[src/rtl/rlcd_pkg.sv]
// Shared types, constants and tables for the run/level coefficient decoder.
package rlcd_pkg;

  localparam int unsigned MACROBLOCKS = 144;
  localparam int unsigned MB_W = ($clog2(MACROBLOCKS) > 8) ? $clog2(MACROBLOCKS) : 8;

  localparam int unsigned CFG_ADDR_W = 5;
  localparam int unsigned DC_W       = 10;
  localparam int unsigned LEVEL_W    = 12;
  localparam int unsigned QUANT_W    = 6;
  localparam int unsigned QS_W       = 14;
  localparam int unsigned PROD_W     = 27;
  localparam int unsigned VALUE_W    = 23;
  localparam int unsigned SLOTS      = 6;

  // Register indexes (paddr[4:2])
  localparam logic [2:0] REG_QUANT_SCALE = 3'd0;
  localparam logic [2:0] REG_EOB_ENABLE  = 3'd1;
  localparam logic [2:0] REG_EOB_CODE    = 3'd2;
  localparam logic [2:0] REG_RUN_WIDTH   = 3'd3;
  localparam logic [2:0] REG_LEVEL_WIDTH = 3'd4;
  localparam logic [2:0] REG_SLOT_ORDER  = 3'd5;

  localparam logic [7:0]  QUANT_SCALE_RST = 8'd1;
  localparam logic [15:0] EOB_CODE_RST    = 16'hFE00;
  localparam logic [3:0]  RUN_WIDTH_RST   = 4'd6;
  localparam logic [3:0]  LEVEL_WIDTH_RST = 4'd10;

  localparam logic [5:0] SCAN_TO_NATURAL [64] = '{
    6'd0,  6'd1,  6'd8,  6'd16, 6'd9,  6'd2,  6'd3,  6'd10,
    6'd17, 6'd24, 6'd32, 6'd25, 6'd18, 6'd11, 6'd4,  6'd5,
    6'd12, 6'd19, 6'd26, 6'd33, 6'd40, 6'd48, 6'd41, 6'd34,
    6'd27, 6'd20, 6'd13, 6'd6,  6'd7,  6'd14, 6'd21, 6'd28,
    6'd35, 6'd42, 6'd49, 6'd56, 6'd57, 6'd50, 6'd43, 6'd36,
    6'd29, 6'd22, 6'd15, 6'd23, 6'd30, 6'd37, 6'd44, 6'd51,
    6'd58, 6'd59, 6'd52, 6'd45, 6'd38, 6'd31, 6'd39, 6'd46,
    6'd53, 6'd60, 6'd61, 6'd54, 6'd47, 6'd55, 6'd62, 6'd63
  };

  // Indexed by {row[2:1], col[2:1]} of the natural index
  localparam logic [5:0] QUAD_QUANT [16] = '{
    6'd10, 6'd20, 6'd14, 6'd13, 6'd18, 6'd37, 6'd22, 6'd28,
    6'd15, 6'd24, 6'd15, 6'd18, 6'd18, 6'd31, 6'd17, 6'd20
  };

  typedef struct packed {
    logic [7:0]  quant_scale;
    logic        eob_enable;
    logic [15:0] eob_code;
    logic [3:0]  run_width;
    logic [3:0]  level_width;
    logic        slot_order;
  } cfg_t;

  typedef struct packed {
    logic capture;
    logic scale;
    logic mult;
    logic load;
  } dp_cmd_t;

  typedef struct packed {
    logic out_free;
  } dp_status_t;

  typedef enum logic [1:0] {
    ST_IDLE,
    ST_SCALE,
    ST_MULT,
    ST_ROUND
  } state_e;

  function automatic logic [2:0] block_of_slot(input logic order, input logic [2:0] slot);
    logic [2:0] id;
    id = 3'd0;
    if (!order) begin
      id = (slot < 3'(SLOTS)) ? slot : 3'd0;
    end else begin
      case (slot)
        3'd0:    id = 3'd5;
        3'd1:    id = 3'd4;
        3'd2:    id = 3'd0;
        3'd3:    id = 3'd1;
        3'd4:    id = 3'd2;
        3'd5:    id = 3'd3;
        default: id = 3'd5;
      endcase
    end
    return id;
  endfunction

endpackage

[src/rtl/run_level_coefficient_decoder.sv]
// Top level of the run/level coefficient decoder.
//
// Input stream s_axis carries one 16-bit code word per request. The first word
// of each 8x8 block is the DC word; later words are run/level pairs or the
// end-of-block code. Output stream m_axis carries exactly one result per word:
// tdata holds coef_index, coef_value, block_id and macroblock_id, tuser is
// coef_write and tlast is block_end.
// Each word passes through accept, quantizer scale multiply, level multiply,
// then round and load of the output register; the two multiplies run in series
// on one datapath, and a new word is accepted only once the last is loaded.
// The output register lets the next word be accepted and worked on while a
// result waits; if the result still waits when the next word reaches the round
// step, that step holds and then s_axis_tready stays low.
// Reset returns the registers to their defaults and the decoder to expecting a
// DC word at slot 0 of macroblock 0. The APB port writes registers at byte
// address 4*i; pready is always high. Write registers only while idle.
module run_level_coefficient_decoder (
  input  logic                            clk_i,
  input  logic                            rst_ni,
  input  logic                            s_axis_tvalid_i,
  output logic                            s_axis_tready_o,
  input  logic [15:0]                     s_axis_tdata_i,   // [15:0] code_word
  output logic                            m_axis_tvalid_o,
  input  logic                            m_axis_tready_i,
  // [5:0] coef_index, [28:6] coef_value, [31:29] block_id, [39:32] macroblock_id
  output logic [39:0]                     m_axis_tdata_o,
  output logic                            m_axis_tuser_o,   // [0] coef_write
  output logic                            m_axis_tlast_o,
  input  logic                            psel,
  input  logic                            penable,
  input  logic                            pwrite,
  input  logic [rlcd_pkg::CFG_ADDR_W-1:0] paddr,
  input  logic [31:0]                     pwdata,
  output logic [31:0]                     prdata,
  output logic                            pready
);

  rlcd_pkg::cfg_t       cfg;
  rlcd_pkg::dp_cmd_t    cmd;
  rlcd_pkg::dp_status_t status;

  logic [5:0]                   coef_index;
  logic [rlcd_pkg::VALUE_W-1:0] coef_value;
  logic [2:0]                   block_id;
  logic [7:0]                   macroblock_id;

  rlcd_cfg u_cfg (
    .clk_i   (clk_i),
    .rst_ni  (rst_ni),
    .psel    (psel),
    .penable (penable),
    .pwrite  (pwrite),
    .paddr   (paddr),
    .pwdata  (pwdata),
    .prdata  (prdata),
    .pready  (pready),
    .cfg_o   (cfg)
  );

  rlcd_ctrl u_ctrl (
    .clk_i      (clk_i),
    .rst_ni     (rst_ni),
    .in_valid_i (s_axis_tvalid_i),
    .in_ready_o (s_axis_tready_o),
    .status_i   (status),
    .cmd_o      (cmd)
  );

  rlcd_dp u_dp (
    .clk_i           (clk_i),
    .rst_ni          (rst_ni),
    .cfg_i           (cfg),
    .cmd_i           (cmd),
    .status_o        (status),
    .code_word_i     (s_axis_tdata_i),
    .out_valid_o     (m_axis_tvalid_o),
    .out_ready_i     (m_axis_tready_i),
    .coef_write_o    (m_axis_tuser_o),
    .coef_index_o    (coef_index),
    .coef_value_o    (coef_value),
    .block_id_o      (block_id),
    .macroblock_id_o (macroblock_id),
    .block_end_o     (m_axis_tlast_o)
  );

  assign m_axis_tdata_o = {macroblock_id, block_id, coef_value, coef_index};

endmodule

[src/rtl/rlcd_cfg.sv]
// APB-style configuration register file.
module rlcd_cfg (
  input  logic                              clk_i,
  input  logic                              rst_ni,
  input  logic                              psel,
  input  logic                              penable,
  input  logic                              pwrite,
  input  logic [rlcd_pkg::CFG_ADDR_W-1:0]   paddr,
  input  logic [31:0]                       pwdata,
  output logic [31:0]                       prdata,
  output logic                              pready,
  output rlcd_pkg::cfg_t                    cfg_o
);

  rlcd_pkg::cfg_t cfg_q;
  logic           wr_en;
  logic [2:0]     reg_sel;

  assign pready  = 1'b1;
  assign wr_en   = psel && penable && pwrite;
  assign reg_sel = paddr[4:2];
  assign cfg_o   = cfg_q;

  always_ff @(posedge clk_i or negedge rst_ni) begin
    if (!rst_ni) begin
      cfg_q.quant_scale <= rlcd_pkg::QUANT_SCALE_RST;
      cfg_q.eob_enable  <= 1'b1;
      cfg_q.eob_code    <= rlcd_pkg::EOB_CODE_RST;
      cfg_q.run_width   <= rlcd_pkg::RUN_WIDTH_RST;
      cfg_q.level_width <= rlcd_pkg::LEVEL_WIDTH_RST;
      cfg_q.slot_order  <= 1'b0;
    end else if (wr_en) begin
      case (reg_sel)
        rlcd_pkg::REG_QUANT_SCALE: cfg_q.quant_scale <= pwdata[7:0];
        rlcd_pkg::REG_EOB_ENABLE:  cfg_q.eob_enable  <= pwdata[0];
        rlcd_pkg::REG_EOB_CODE:    cfg_q.eob_code    <= pwdata[15:0];
        rlcd_pkg::REG_RUN_WIDTH:   cfg_q.run_width   <= pwdata[3:0];
        rlcd_pkg::REG_LEVEL_WIDTH: cfg_q.level_width <= pwdata[3:0];
        rlcd_pkg::REG_SLOT_ORDER:  cfg_q.slot_order  <= pwdata[0];
        default: ;
      endcase
    end
  end

  always_comb begin
    case (reg_sel)
      rlcd_pkg::REG_QUANT_SCALE: prdata = {24'd0, cfg_q.quant_scale};
      rlcd_pkg::REG_EOB_ENABLE:  prdata = {31'd0, cfg_q.eob_enable};
      rlcd_pkg::REG_EOB_CODE:    prdata = {16'd0, cfg_q.eob_code};
      rlcd_pkg::REG_RUN_WIDTH:   prdata = {28'd0, cfg_q.run_width};
      rlcd_pkg::REG_LEVEL_WIDTH: prdata = {28'd0, cfg_q.level_width};
      rlcd_pkg::REG_SLOT_ORDER:  prdata = {31'd0, cfg_q.slot_order};
      default:                   prdata = 32'd0;
    endcase
  end

endmodule

[src/rtl/rlcd_ctrl.sv]
// Sequencing state machine: accept, scale, multiply, round/hand off.
module rlcd_ctrl (
  input  logic                 clk_i,
  input  logic                 rst_ni,
  input  logic                 in_valid_i,
  output logic                 in_ready_o,
  input  rlcd_pkg::dp_status_t status_i,
  output rlcd_pkg::dp_cmd_t    cmd_o
);

  rlcd_pkg::state_e state_q, state_d;

  always_ff @(posedge clk_i or negedge rst_ni) begin
    if (!rst_ni) begin
      state_q <= rlcd_pkg::ST_IDLE;
    end else begin
      state_q <= state_d;
    end
  end

  always_comb begin
    state_d = state_q;
    case (state_q)
      rlcd_pkg::ST_IDLE:  if (in_valid_i) state_d = rlcd_pkg::ST_SCALE;
      rlcd_pkg::ST_SCALE: state_d = rlcd_pkg::ST_MULT;
      rlcd_pkg::ST_MULT:  state_d = rlcd_pkg::ST_ROUND;
      rlcd_pkg::ST_ROUND: if (status_i.out_free) state_d = rlcd_pkg::ST_IDLE;
      default:            state_d = rlcd_pkg::ST_IDLE;
    endcase
  end

  always_comb begin
    in_ready_o    = (state_q == rlcd_pkg::ST_IDLE);
    cmd_o.capture = (state_q == rlcd_pkg::ST_IDLE) && in_valid_i;
    cmd_o.scale   = (state_q == rlcd_pkg::ST_SCALE);
    cmd_o.mult    = (state_q == rlcd_pkg::ST_MULT);
    cmd_o.load    = (state_q == rlcd_pkg::ST_ROUND) && status_i.out_free;
  end

`ifndef NO_ASSERTIONS
  a_capture_starts: assert property (@(posedge clk_i) disable iff (!rst_ni)
    cmd_o.capture |=> (state_q == rlcd_pkg::ST_SCALE) && !in_ready_o)
    else $error("capture did not start the scale step");

  a_round_waits: assert property (@(posedge clk_i) disable iff (!rst_ni)
    (state_q == rlcd_pkg::ST_ROUND) && !status_i.out_free |=> (state_q == rlcd_pkg::ST_ROUND))
    else $error("result left round step while output register was full");
`endif

endmodule

[src/rtl/rlcd_dp.sv]
// Datapath: code word decode, block position state, dequantize and output register.
module rlcd_dp (
  input  logic                                clk_i,
  input  logic                                rst_ni,
  input  rlcd_pkg::cfg_t                      cfg_i,
  input  rlcd_pkg::dp_cmd_t                   cmd_i,
  output rlcd_pkg::dp_status_t                status_o,
  input  logic [15:0]                         code_word_i,
  output logic                                out_valid_o,
  input  logic                                out_ready_i,
  output logic                                coef_write_o,
  output logic [5:0]                          coef_index_o,
  output logic [rlcd_pkg::VALUE_W-1:0]        coef_value_o,
  output logic [2:0]                          block_id_o,
  output logic [7:0]                          macroblock_id_o,
  output logic                                block_end_o
);

  // Block position state
  logic                      expect_dc_q, expect_dc_d;
  logic [5:0]                pos_q, pos_d;
  logic [2:0]                slot_q, slot_d;
  logic [rlcd_pkg::MB_W-1:0] mb_q, mb_d;

  // Decode
  logic [3:0]                       rw, lw;
  logic [4:0]                       total, lsh;
  logic [15:0]                      wmask, w, wl;
  logic signed [15:0]               lvl16;
  logic signed [rlcd_pkg::LEVEL_W-1:0] level;
  logic [7:0]                       run;
  logic                             is_eob, skip, past, wr_d, end_d;
  logic [8:0]                       pos_adv;
  logic [5:0]                       natural;

  // Work registers
  logic                                wr_q, end_q, dc_q;
  logic [5:0]                          idx_q;
  logic [rlcd_pkg::DC_W-1:0]           dcval_q;
  logic signed [rlcd_pkg::LEVEL_W-1:0] level_q;
  logic [rlcd_pkg::QUANT_W-1:0]        quad_q;
  logic [2:0]                          bid_q;
  logic [7:0]                          mbid_q;
  logic [rlcd_pkg::QS_W-1:0]           qs_q;
  logic signed [rlcd_pkg::PROD_W-1:0]  prod_q, prod_d, rnd, shifted;
  logic [rlcd_pkg::VALUE_W-1:0]        value_d;

  // Output register
  logic                         out_valid_q;
  logic                         o_write_q, o_end_q;
  logic [5:0]                   o_index_q;
  logic [rlcd_pkg::VALUE_W-1:0] o_value_q;
  logic [2:0]                   o_bid_q;
  logic [7:0]                   o_mbid_q;

  always_comb begin
    rw = (cfg_i.run_width == 4'd0) ? 4'd1 :
         ((cfg_i.run_width > 4'd8) ? 4'd8 : cfg_i.run_width);
    lw = (cfg_i.level_width == 4'd0) ? 4'd1 :
         ((cfg_i.level_width > 4'd12) ? 4'd12 : cfg_i.level_width);
    total = {1'b0, rw} + {1'b0, lw};
    wmask = (total >= 5'd16) ? 16'hFFFF : ~(16'hFFFF << total[3:0]);
    w     = code_word_i & wmask;
    // sign-extend the low lw bits
    lsh   = 5'd16 - {1'b0, lw};
    wl    = w << lsh;
    lvl16 = $signed(wl) >>> lsh;
    level = lvl16[rlcd_pkg::LEVEL_W-1:0];
    run   = 8'(w >> lw) & ~(8'hFF << rw);

    is_eob  = cfg_i.eob_enable && (w == cfg_i.eob_code);
    skip    = !cfg_i.eob_enable && (level == '0);
    pos_adv = 9'(pos_q) + 9'(run) + 9'(skip);
    past    = |pos_adv[8:6];
    natural = rlcd_pkg::SCAN_TO_NATURAL[pos_adv[5:0]];

    wr_d  = expect_dc_q || (!is_eob && !skip && !past);
    end_d = !expect_dc_q &&
            (is_eob || past || (!skip && (pos_adv[5:0] == 6'd63)));

    expect_dc_d = expect_dc_q ? 1'b0 : end_d;
    if (expect_dc_q || end_d) begin
      pos_d = 6'd1;
    end else if (skip) begin
      pos_d = pos_adv[5:0];
    end else begin
      pos_d = pos_adv[5:0] + 6'd1;
    end

    slot_d = slot_q;
    mb_d   = mb_q;
    if (end_d) begin
      if (slot_q >= 3'(rlcd_pkg::SLOTS - 1)) begin
        slot_d = 3'd0;
        mb_d   = (mb_q == rlcd_pkg::MB_W'(rlcd_pkg::MACROBLOCKS - 1)) ? '0 : mb_q + 1'b1;
      end else begin
        slot_d = slot_q + 3'd1;
      end
    end
  end

  always_ff @(posedge clk_i or negedge rst_ni) begin
    if (!rst_ni) begin
      expect_dc_q <= 1'b1;
      pos_q       <= 6'd1;
      slot_q      <= 3'd0;
      mb_q        <= '0;
    end else if (cmd_i.capture) begin
      expect_dc_q <= expect_dc_d;
      pos_q       <= pos_d;
      slot_q      <= slot_d;
      mb_q        <= mb_d;
    end
  end

  always_ff @(posedge clk_i) begin
    if (cmd_i.capture) begin
      wr_q    <= wr_d;
      end_q   <= end_d;
      dc_q    <= expect_dc_q;
      idx_q   <= (wr_d && !expect_dc_q) ? natural : 6'd0;
      dcval_q <= code_word_i[rlcd_pkg::DC_W-1:0];
      level_q <= level;
      quad_q  <= rlcd_pkg::QUAD_QUANT[{natural[5:4], natural[2:1]}];
      bid_q   <= rlcd_pkg::block_of_slot(cfg_i.slot_order, slot_q);
      mbid_q  <= mb_q[7:0];
    end
    if (cmd_i.scale) begin
      qs_q <= rlcd_pkg::QS_W'(quad_q * cfg_i.quant_scale);
    end
    if (cmd_i.mult) begin
      prod_q <= prod_d;
    end
  end

  always_comb begin
    prod_d  = rlcd_pkg::PROD_W'(level_q) *
              $signed({{(rlcd_pkg::PROD_W - rlcd_pkg::QS_W){1'b0}}, qs_q});
    // (x + 4) / 8 truncated toward zero
    rnd     = prod_q + rlcd_pkg::PROD_W'(4);
    shifted = rnd[rlcd_pkg::PROD_W-1] ? ((rnd + rlcd_pkg::PROD_W'(7)) >>> 3) : (rnd >>> 3);
    if (dc_q) begin
      value_d = {{(rlcd_pkg::VALUE_W - rlcd_pkg::DC_W - 3){dcval_q[rlcd_pkg::DC_W-1]}},
                 dcval_q, 3'b000};
    end else if (wr_q) begin
      value_d = shifted[rlcd_pkg::VALUE_W-1:0];
    end else begin
      value_d = '0;
    end
  end

  assign status_o.out_free = !out_valid_q || out_ready_i;

  always_ff @(posedge clk_i or negedge rst_ni) begin
    if (!rst_ni) begin
      out_valid_q <= 1'b0;
    end else if (cmd_i.load) begin
      out_valid_q <= 1'b1;
    end else if (out_ready_i) begin
      out_valid_q <= 1'b0;
    end
  end

  always_ff @(posedge clk_i) begin
    if (cmd_i.load) begin
      o_write_q <= wr_q;
      o_end_q   <= end_q;
      o_index_q <= idx_q;
      o_value_q <= value_d;
      o_bid_q   <= bid_q;
      o_mbid_q  <= mbid_q;
    end
  end

  assign out_valid_o     = out_valid_q;
  assign coef_write_o    = o_write_q;
  assign coef_index_o    = o_index_q;
  assign coef_value_o    = o_value_q;
  assign block_id_o      = o_bid_q;
  assign macroblock_id_o = o_mbid_q;
  assign block_end_o     = o_end_q;

`ifndef NO_ASSERTIONS
  a_dc_word: assert property (@(posedge clk_i) disable iff (!rst_ni)
    cmd_i.capture && expect_dc_q |=> !expect_dc_q && (pos_q == 6'd1) && wr_q && (idx_q == 6'd0))
    else $error("DC word did not set up the AC scan");

  a_slot_wrap: assert property (@(posedge clk_i) disable iff (!rst_ni)
    cmd_i.capture && end_d && (slot_q == 3'(rlcd_pkg::SLOTS - 1)) |=> (slot_q == 3'd0))
    else $error("slot did not wrap at macroblock end");
`endif

endmodule

[config.mk]
export PLATFORM = sky130hd
export DESIGN_NAME = run_level_coefficient_decoder
export DESIGN_NICKNAME = d
export VERILOG_FILES = /design/src/rtl/rlcd_pkg.sv /design/src/rtl/run_level_coefficient_decoder.sv /design/src/rtl/rlcd_cfg.sv /design/src/rtl/rlcd_ctrl.sv /design/src/rtl/rlcd_dp.sv
export SDC_FILE = /design/constraint.sdc
export NUM_CORES = 1
export LEC_CHECK = 0
export ABC_AREA = 0
export BUFFER_PORTS_ARGS = -buffer_cell sky130_fd_sc_hd__clkbuf_2
export CAP_MARGIN = 25
export CELL_PAD_IN_SITES_DETAIL_PLACEMENT = 1
export CELL_PAD_IN_SITES_GLOBAL_PLACEMENT = 1
export CORE_ASPECT_RATIO = 0.75
export CORE_UTILIZATION = 50
export DETAILED_ROUTE_END_ITERATION = 16
export PLACE_DENSITY_LB_ADDON = 0.2
export REMOVE_ABC_BUFFERS = 1
export SYNTH_ARGS = -nofsm -noshare
export SYNTH_HDL_FRONTEND = slang
export SYNTH_SLANG_ARGS = --single-unit
[constraint.sdc]
create_clock -name clk_i -period 16.9 [get_ports clk_i]
set_input_delay 0.845 -clock clk_i [delete_from_list [all_inputs] [get_ports clk_i]]
set_output_delay 0.845 -clock clk_i [all_outputs]
set_load 0.01 [all_outputs]
# ---- Word-level counts from Yosys, hierarchy flattened
# Memory sizes are Yosys's and may differ from the RTL's. A register that Yosys moved wholly into a read port is not among the register bits.
# Cells that the tools add are included.
dict set report totals {
  mem_bits_ro 480
  register_bits 180
  input_bits 60
  latchBits 0
  elab_cells 141
  ramBits 0
  memories 2
}
dict set report classes {
  n_bitwise 7
  multipliers 2
  n_eq_ne 18
  n_shift 5
  magnitude_cmp 6
  n_reduce_logical 39
  muxes 24
  div 0
  addsub 9
}
# memory words word_bits read_ports rd_clocked_by_memory_dff wr line_no
set memory_table {}
lappend memory_table {{(no name shown)} 64 6 1 0 0 rlcd_dp.sv:75} ;# natural = rlcd_pkg::SCAN_TO_NATURAL[pos_adv[5:0]];
lappend memory_table {{(no name shown)} 16 6 1 1 0 rlcd_dp.sv:124} ;# quad_q <= rlcd_pkg::QUAD_QUANT[{natural[5:4], natural[2:1]}];
# op n
set op_table {}
lappend op_table {{$pmux W16 S6} 1}
lappend op_table {{$mux W23} 3}
lappend op_table {{$add A27 B4 Y27 const B} 1}
lappend op_table {{$mul A12 B15 Y27} 1}
lappend op_table {{$add A26 B4 Y26 const B} 1}
lappend op_table {{$mux W6} 4}
lappend op_table {{$and A16 B16 Y16} 1}
lappend op_table {{$eq A16 B16 Y1} 1}
lappend op_table {{$mux W16} 1}
lappend op_table {{$mux W4} 4}
lappend op_table {{$not A16 Y16} 1}
lappend op_table {{$reduce_and A2 Y1} 8}
lappend op_table {{$shl A16 B4 Y16 const A} 1}
lappend op_table {{$shl A16 B5 Y16} 1}
lappend op_table {{$shr A16 B4 Y8} 1}
lappend op_table {{$sshr A16 B5 Y12} 1}
lappend op_table {{$pmux W3 S5} 1}
lappend op_table {{$mul A6 B8 Y14} 1}
lappend op_table {{$eq A3 B2 Y1 const B} 4}
lappend op_table {{$eq A3 B3 Y1 const B} 4}
lappend op_table {{$logic_not A12 Y1} 1}
lappend op_table {{$logic_and A1 B1 Y1} 11}
lappend op_table {{$add A6 B8 Y9} 1}
lappend op_table {{$add A9 B1 Y9} 1}
lappend op_table {{37 further kinds} 55}

# ---- Depth between registers and ports, before layout
# Gate-level depths: netlist (run 1).
dict set report logic_depth {
  ltp_word 19
  ltp_mapped 44
}

# ---- Modules after synthesis
# From an unflattened synthesis (run 1), not the netlist that was laid out.
dict set report unflattened {
  hier_cells 2063
  area_unflattened_um2 19273.5
}
# module instances area_per_inst_um2 seq_area_each_um2 cells_per_inst
set by_module_without_submodules {}
lappend by_module_without_submodules {rlcd_dp 1 17321.6 4411.7 1913}
lappend by_module_without_submodules {rlcd_cfg 1 1778.0 867.1 135}
lappend by_module_without_submodules {rlcd_ctrl 1 173.9 50.0 15}

# ---- Worst setup path after synthesis (run 1)
# No wires, ideal clock.
dict set report synth_path {
  path_kind {reg2reg}
  startpoint {register u_cfg.cfg_q, in the netlist u_cfg.cfg_o[2]}
  endpoint {register u_dp.quad_q[0] (netlist bit), data pin}
  period_less_slack_ps 9683
  path_stages_with_launch 41
  arrival_ps 9412
  slack_ps 7217
  path_buffers 8
  path_cell_list {dfstp_2 -> buf_2 -> or3_1 -> nand2_1 -> buf_2 -> buf_1 -> buf_2 -> buf_2 -> buf_1 -> ha_1 -> inv_1 -> fa_1 -> or3b_2 -> a2111oi_2 -> nand2b_1 -> buf_4 -> o32ai_1 -> a211o_1 -> (+5 left out) -> nand4bb_4 -> nor2_4 -> inv_1 -> fa_1 -> fa_1 -> xnor2_1 -> clkinv_1 -> clkbuf_1 -> o21ai_0 -> nand2_1 -> nand3_1 -> o21ai_0 -> o21ai_1 -> inv_1 -> ha_1 -> nor2b_1 -> nor3b_1 -> a21oi_1}
}
dict set report synth_between {
  elab_chain_len 18
  word_cells_on_any_way 24
  cone_classes {4 x add/sub; 2 x order compare; 4 x shift; 5 x mux; 5 x bitwise; 3 x reduce/logical; 1 x memory}
}
# element line_no
set synth_rtl {}
lappend synth_rtl {{start, declared} rlcd_cfg.sv:15} ;# rlcd_pkg::cfg_t cfg_q;
lappend synth_rtl {{$gt A4 B4 Y1} rlcd_dp.sv:60} ;# ((cfg_i.level_width > 4'd12) ? 4'd12 : cfg_i.level_width);
lappend synth_rtl {{$mux W4} rlcd_dp.sv:60}
lappend synth_rtl {{$mux W4 (*)} rlcd_dp.sv:59} ;# lw = (cfg_i.level_width == 4'd0) ? 4'd1 :
lappend synth_rtl {{$add A4 B4 Y5} rlcd_dp.sv:61} ;# total = {1'b0, rw} + {1'b0, lw};
lappend synth_rtl {{$shl A16 B4 Y16} rlcd_dp.sv:62} ;# wmask = (total >= 5'd16) ? 16'hFFFF : ~(16'hFFFF << total[3:0]);
lappend synth_rtl {{$not A16 Y16} rlcd_dp.sv:62}
lappend synth_rtl {{$mux W16} rlcd_dp.sv:62}
lappend synth_rtl {{$and A16 B16 Y16} rlcd_dp.sv:63} ;# w = code_word_i & wmask;
lappend synth_rtl {{(+2 left out)} n/a}
lappend synth_rtl {{$logic_not A12 Y1} rlcd_dp.sv:72} ;# skip = !cfg_i.eob_enable && (level == '0);
lappend synth_rtl {{$logic_and A1 B1 Y1} rlcd_dp.sv:72}
lappend synth_rtl {{$add A9 B1 Y9 (*)} rlcd_dp.sv:73} ;# pos_adv = 9'(pos_q) + 9'(run) + 9'(skip);
lappend synth_rtl {{$not A6 Y7 (not written as such) (*)} rlcd_dp.sv:75}
lappend synth_rtl {{$mem_v2 Z64 W6 (*)} n/a}
lappend synth_rtl {{$mux W6 (not written as such) (*) (2 in a row)} rlcd_dp.sv:75}
lappend synth_rtl {{named net u_dp.natural[1]} rlcd_dp.sv:34} ;# logic [5:0] natural;
lappend synth_rtl {{$not A4 Y5 (not written as such) (*)} rlcd_dp.sv:124}
lappend synth_rtl {{end, declared} rlcd_dp.sv:41} ;# logic [rlcd_pkg::QUANT_W-1:0] quad_q;
# The timed path passes the listed nets; every way through them passes the cells marked *. The select of a mux whose other input is x is not followed.
# A chain may end at the register's enable or synchronous reset.

# ---- Final worst setup path (run 1)
dict set report layout_path {
  startpoint {register u_cfg.cfg_q, in the netlist u_cfg.cfg_o[2]}
  endpoint {register u_dp.mb_q[7] (netlist bit)}
}
dict set report layout_between {
  elab_chain_len 18
  word_cells_on_any_way 29
  cone_classes {4 x add/sub; 2 x order compare; 2 x eq/ne; 4 x shift; 3 x mux; 3 x bitwise; 11 x reduce/logical}
}
# element line_no
set layout_rtl {}
lappend layout_rtl {{$gt A4 B4 Y1} rlcd_dp.sv:60}
lappend layout_rtl {{$mux W4} rlcd_dp.sv:60}
lappend layout_rtl {{$mux W4 (*)} rlcd_dp.sv:59}
lappend layout_rtl {{$add A4 B4 Y5} rlcd_dp.sv:61}
lappend layout_rtl {{$shl A16 B4 Y16} rlcd_dp.sv:62}
lappend layout_rtl {{$not A16 Y16} rlcd_dp.sv:62}
lappend layout_rtl {{$mux W16} rlcd_dp.sv:62}
lappend layout_rtl {{$and A16 B16 Y16} rlcd_dp.sv:63}
lappend layout_rtl {{(+2 left out)} n/a}
lappend layout_rtl {{$logic_not A12 Y1} rlcd_dp.sv:72}
lappend layout_rtl {{$logic_and A1 B1 Y1} rlcd_dp.sv:72}
lappend layout_rtl {{$add A9 B1 Y9} rlcd_dp.sv:73}
lappend layout_rtl {{$eq A6 B6 Y1 or $reduce_or A3 Y1 (tied branches)} {rlcd_dp.sv:79, rlcd_dp.sv:74}}
lappend layout_rtl {{$logic_and A1 B1 Y1 or $logic_or A1 B1 Y1 (tied branches)} rlcd_dp.sv:79} ;# (is_eob || past || (!skip && (pos_adv[5:0] == 6'd63)));
lappend layout_rtl {{$logic_or A1 B1 Y1 (*)} rlcd_dp.sv:79}
lappend layout_rtl {{$logic_and A1 B1 Y1 (*)} rlcd_dp.sv:78} ;# end_d = !expect_dc_q &&
lappend layout_rtl {{$reduce_and A3 Y1 (no source line) (*)} n/a}
lappend layout_rtl {{end signal, assigned} rlcd_dp.sv:112} ;# mb_q <= mb_d;
lappend layout_rtl {{end, declared} rlcd_dp.sv:23} ;# logic [rlcd_pkg::MB_W-1:0] mb_q, mb_d;
# Every way passes the cells marked *; elsewhere a longest branch is shown, timed or not.

==> results of run 1 <==
[worst max-delay path, stage by stage, from the launching register on]
cell	delay (ns)
dfstp_2	0.80
and2_1	0.72
clkinv_1	0.60
fa_1	0.84
or3b_2	0.50
a2111oi_2	0.39
nand2b_1	0.60
o22ai_2	0.15
nor2_1	0.45
a311o_1	0.55
nor2_1	0.11
a311oi_1	0.57
nand3_1	0.20
or3_1	0.38
nand4bb_4	0.27
nor2_4	0.20
inv_1	0.08
fa_1	0.41
fa_1	0.42
xnor2_1	0.16
buf_4	0.26
clkinv_1	0.53
nor2_1	0.55
a41o_1	0.29
nand4_1	0.54
or4_1	0.71
a21oi_1	0.18
[synthesized netlist by cell type, drive strengths merged (9+ instances only)]
library cell and count:
o22ai 11, dfstp 15, nand4 17, o21ai 96, mux2 40, or4 9, a31oi 21, a21oi 61
nand3 52, nor4 10, a211oi 15, ha 146, o211ai 16, a21o 11, clkbuf 76, nand2 256
inv 227, xor2 37, edfxtp 131, xnor2 65, fa 149, o21a 9, and2 93, o21bai 10
and3 22, dfrtp 40, nand2b 28, mux2i 20, buf 44, a221oi 12, nor3 51, nor2 142
nor2b 19
[path summary, 6_finish.rpt]
| kind | endpoint | start | cells past startpoint |
|---|---|---|---|
| max | u_dp.mb_q[7]$_DFFE_PN0P_ | u_cfg.cfg_o[2]$_DFFE_PN1P_ | 26 |
| max in group asynchronous | u_dp.out_valid_o$_DFFE_PN0P_ | rst_ni | 2 |
| min | u_dp.macroblock_id_o[3]$_DFFE_PP_ | u_dp.mbid_q[3]$_DFFE_PP_ | 0 |
| max reg2reg | u_dp.mb_q[7]$_DFFE_PN0P_ | u_cfg.cfg_o[2]$_DFFE_PN1P_ | 26 |
| min in group asynchronous | u_dp.mb_q[3]$_DFFE_PN0P_ | rst_ni | 2 |
| min reg2reg | u_dp.macroblock_id_o[3]$_DFFE_PP_ | u_dp.mbid_q[3]$_DFFE_PP_ | 0 |
[logic make-up (layout without fill, tap and decap cells)]
logic type / after synthesis / count (layout) / synth area share (%)
and+or+nand+nor: 733 / 733 / 18.4
xor gates and xnor gates: 102 / 102 / 4.77
buffers and inverters: 350 / 382 / 7.32
muxes: 63 / 63 / 3.73
adders and majority gates: 295 / 295 / 24.9
AOI/OAI and AO/OA: 360 / 360 / 13.1
other: 2 / 17 / 0.0390
DFF: 186 / 186 / 27.6
[placed cells by master (no fill, tap or decap), types with 61 or more instances in the layout]
cell	n
nand2_1	255
inv_1	225
fa_1	149
ha_1	146
nor2_1	141
edfxtp_1	131
clkbuf_2	101
and2_1	92
o21ai_0	85
xnor2_1	64
a21oi_1	61
[metrics by stage]
step	std cells	cell area, um2	util, %	hold slack, ns
after floorplan	1986	18800	-	0.400
after global placement	2609	20100	53.4	0.400
after detailed placement	2610	20100	53.5	0.406
after CTS	2642	20700	55.0	0.423
after global routing	2642	20700	55.0	0.429
final	2642	20700	55.0	0.423
[registers in the layout, indices dropped and copies added, names as in the netlist, 2 cells and up]
name	cells
u_cfg.cfg_o	34
u_ctrl.state_q	2
u_dp.bid_q	3
u_dp.block_id_o	3
u_dp.coef_index_o	6
u_dp.coef_value_o	23
u_dp.dcval_q	10
u_dp.idx_q	6
u_dp.level_q	12
u_dp.macroblock_id_o	8
u_dp.mb_q	8
u_dp.mbid_q	8
u_dp.pos_q	6
u_dp.prod_q	27
u_dp.qs_q	14
u_dp.quad_q	6
u_dp.slot_q	3
[per-layer routing]
layer	up-vias	routed length, um	track usage, %
met4	0	773	6.39
met3	54	4260	5.61
met5	-	0	0
li1	7195	-	-
met2	582	26900	48.2
met1	8275	27300	44.0
[cell type report]
class                      instances  area (um2)
clock buffer                      18         429
fill                            4396       16900
clock inverter                    14         150
sequential                       186        5330
multi-input combinational       1570       12600
inverter                         230         863
tap                              504         631
timing repair buffer             120         661
==> results.toml, run 1 <==
[die]
dieHeight_um = 172
core.rowCount = 61
io_pins = 137
fp.coreArea_um2 = 37600
die_area_um2 = 39400
die_w_um = 229
initial_core_util_pct = 51.3

[global_route]
grt_pass1_wl_mm = 93.2
overflow = 0
grt_max_degree = 59
grt_pass1_vias = 16600
antenna_found_initial = 0
grt_use_total_pct = 30.6

[synthesis]
synth-async-reset-ratio_pct = 29.6
synth_area_leaders = "edfxtp_1, fa_1, ha_1, dfrtp_1, nand2_1"
synth.distinct_cells = 103
synth_edf_count = 131
syn_avg_cell_area_um2 = 9.22
synth_cells = 2091
syn_area_um2 = 19300
ys_seq_area_share_pct = 27.6
synth.ff_latch_count = 186
ys.flop_type = "edfxtp_1"
synth_top_area_share_pct = 20.4
synth_top_area_cell = "edfxtp_1"
ys_warn_count = 0

[critical_path]
cp_max_fo = 21
rrSetupSlack_ns = 5.30
startpoint_type = "flop"
worstSetupEndpointType = "flop"
worstPathArrival_ns = 12.00
path_class = "reg2reg"
cp.required_ns = 17.29

[worst_hold_path]
min_path_type = "reg2reg"

[finish]
drive_above_1_share_pct = 11.4
nNetsFinal = 2480
antenna_cells = 0
area_growth_pct = 7.17

[detailed_routing]
vias_per_cell = 6.10
vias = 16100
drt_iter0_drc = 1373
wl_mm = 59.2
drtAntennaViolNets = 0
drc_errors = 0
drt-wirelength-per-cell_um = 22.4
dr.pass1.iters = 6

[sta]
tns_ns = 0
period_share_pct = 68.7
slew_headroom_pct = 32.4
fin_skew_ns = 0.0140
tightest_slew_ns = 0.999
hold_viol_final = 0
setup_slack_ns = 5.30
grt_setup_unrepaired = "false"
setup_viol = 0
fin_crit_ns = 11.60
slew_viol_final = 0
fmax_mhz = 86.2

[clock_network]
path_clk_slew_ns = 0.08
hold_buffers = 0
cts_sinks = 186
clk_path_buf_depth = 2
ctsHtreeMaxLevel = 4
cts_buffers = 17
cts_setup_buffers = 0
cts_tree = "built"
clock_latency_ns = 0.48
post_cts_resized = 0
cts-root-buf = "clkbuf_16"

[run]
drv_cap = 0

[place]
port_buffers = 101
place_hpwl_mm = 45.3
gp_congestion = 0.962
pre_cts_ws_ns = 5.82

[run_status]
status = "completed"
Power of run 1 is left out: the tool's default activity adds up to more than one toggle a clock period on the data nets, which glitch-free logic cannot reach.
==> run 2, diff against run 1 <==
- CORE_UTILIZATION: 50 -> 44
- clock period: 16.9 -> 10.4 ns (I/O delays scaled with it)
==> results.toml, run 2 (synthesis results as in run 1) <==
[sta]
hold_viol_final = 0
fin_skew_ns = 0.0111
tightest_slew_ns = 1.08
period_share_pct = 95.7
grt_setup_unrepaired = "false"
fin_crit_ns = 9.95
slew_viol_final = 0
hold_ws_ns = 0.187
slew_headroom_pct = 27.6
setup_viol = 0
fmax_mhz = 100

[clock_network]
clock_latency_ns = 0.47
clk_path_buf_depth = 2
cts-root-buf = "clkbuf_16"
post_cts_resized = 0
hold_buffers = 0
cts_sinks = 186
cts_tree = "built"
cts_buffers = 17
cts_setup_buffers = 0
ctsHtreeMaxLevel = 4
path_clk_slew_ns = 0.07

[die]
die_w_um = 244
initial_core_util_pct = 44.5
fp.coreArea_um2 = 43300
dieHeight_um = 183
die_area_um2 = 44700
core.rowCount = 66
io_pins = 137

[global_route]
grt_max_degree = 59
grt_use_total_pct = 27.0
grt_pass1_wl_mm = 92.7
grt_pass1_vias = 16200
antenna_found_initial = 1
overflow = 0

[critical_path]
reg2reg_to = "u_dp.quad_q[0]$_DFFE_PP_"
worstPathArrival_ns = 10.17
cp_slowest_stage_delay_ns = 0.64
startpoint_type = "flop"
reg2regPathDepth = 33
rrSetupSlack_ns = 0.45
cp_max_fo = 21
regToRegStartpoint = "u_cfg.cfg_o[3]$_DFFE_PN0P_"
path_class = "reg2reg"
cp.required_ns = 10.62
worstSetupEndpointType = "flop"
cp_slowest_cell = "fa_1"

[detailed_routing]
dr.pass1.iters = 12
wl_mm = 59.5
drt_iter0_drc = 1246
drt-wirelength-per-cell_um = 21.8
vias = 15900
vias_per_cell = 5.80
drc_errors = 1
drtAntennaViolNets = 0

[finish]
drive_above_1_share_pct = 12.2
fillCellCount = 5013
final_cell_mix = "nand2_1, inv_1, fa_1"
antenna_cells = 0
largest_reg_flops = 34
final_common_cell = "nand2_1"
area_growth_pct = 8.37
nNetsFinal = 2499

[place]
port_buffers = 101
place_hpwl_mm = 46.9
gp_congestion = 0.922

[run_status]
status = "finished, violations left"
violations = "design-rule violations"

[run]
drv_cap = 0

[worst_hold_path]
min_path_type = "in2async"
==> run 2: area by class of cell <==
cell class                      count  area (um2)  area share (%)
Sequential cell                   186        5330            25.5
Timing Repair Buffer              139         803            3.85
Clock buffer                       24         504            2.41
Tap cell                          578         723            3.46
Multi-Input combinational cell   1570       12600            60.4
Clock inverter                      8        57.6           0.276
Inverter                          230         863            4.13
==> run 2: per-stage QoR <==
step	instances	TNS, ns	area, um2	worst slack (ns)	util, %
final	2735	0	20900	0.446	48.3
after floorplan	1986	-1.05	18800	-0.418	-
after global routing	2735	0	20900	0.0181	48.3
after CTS	2734	0	20900	0.570	48.2
after detailed placement	2702	0	20300	0.640	46.9
after global placement	2701	0	20300	0.968	46.9
==> run 2: routing by layer <==
metal,vias to the layer above,track usage (%),wire length (um)
li1,7218,-,-
met1,8122,40.5,29400
met2,463,40.4,25600
met3,54,4.90,3600
met4,0,5.70,865
met5,-,0,0
==> run 2: worst max path at each step <==
stage	from	endpoint	slack, ns	depth (start not counted)
floorplan	u_cfg.cfg_o[3]$_DFFE_PN0P_	u_dp.quad_q[0]$_DFFE_PP_	-0.42	31
global placement	u_cfg.cfg_o[3]$_DFFE_PN0P_	u_dp.quad_q[0]$_DFFE_PP_	0.97	31
detailed placement	u_cfg.cfg_o[3]$_DFFE_PN0P_	u_dp.quad_q[0]$_DFFE_PP_	0.64	31
CTS	u_cfg.cfg_o[3]$_DFFE_PN0P_	u_dp.quad_q[0]$_DFFE_PP_	0.57	31
global route	u_cfg.cfg_o[3]$_DFFE_PN0P_	u_dp.quad_q[0]$_DFFE_PP_	0.02	34
finish	u_cfg.cfg_o[3]$_DFFE_PN0P_	u_dp.quad_q[0]$_DFFE_PP_	0.45	33
==> run 2: worst max-delay path, delay by kind of cell (launching register included) <==
family / cells / cell delay [ns]
buffers and inverters: 5 / 1.07
XOR/XNOR: 1 / 0.26
adder cells (fa/ha/maj): 5 / 2.12
AND/OR/NAND/NOR: 12 / 3.16
AO/OA/AOI/OAI: 10 / 2.54
flip-flops: 1 / 0.52
Power of run 2 is left out for the same reason.
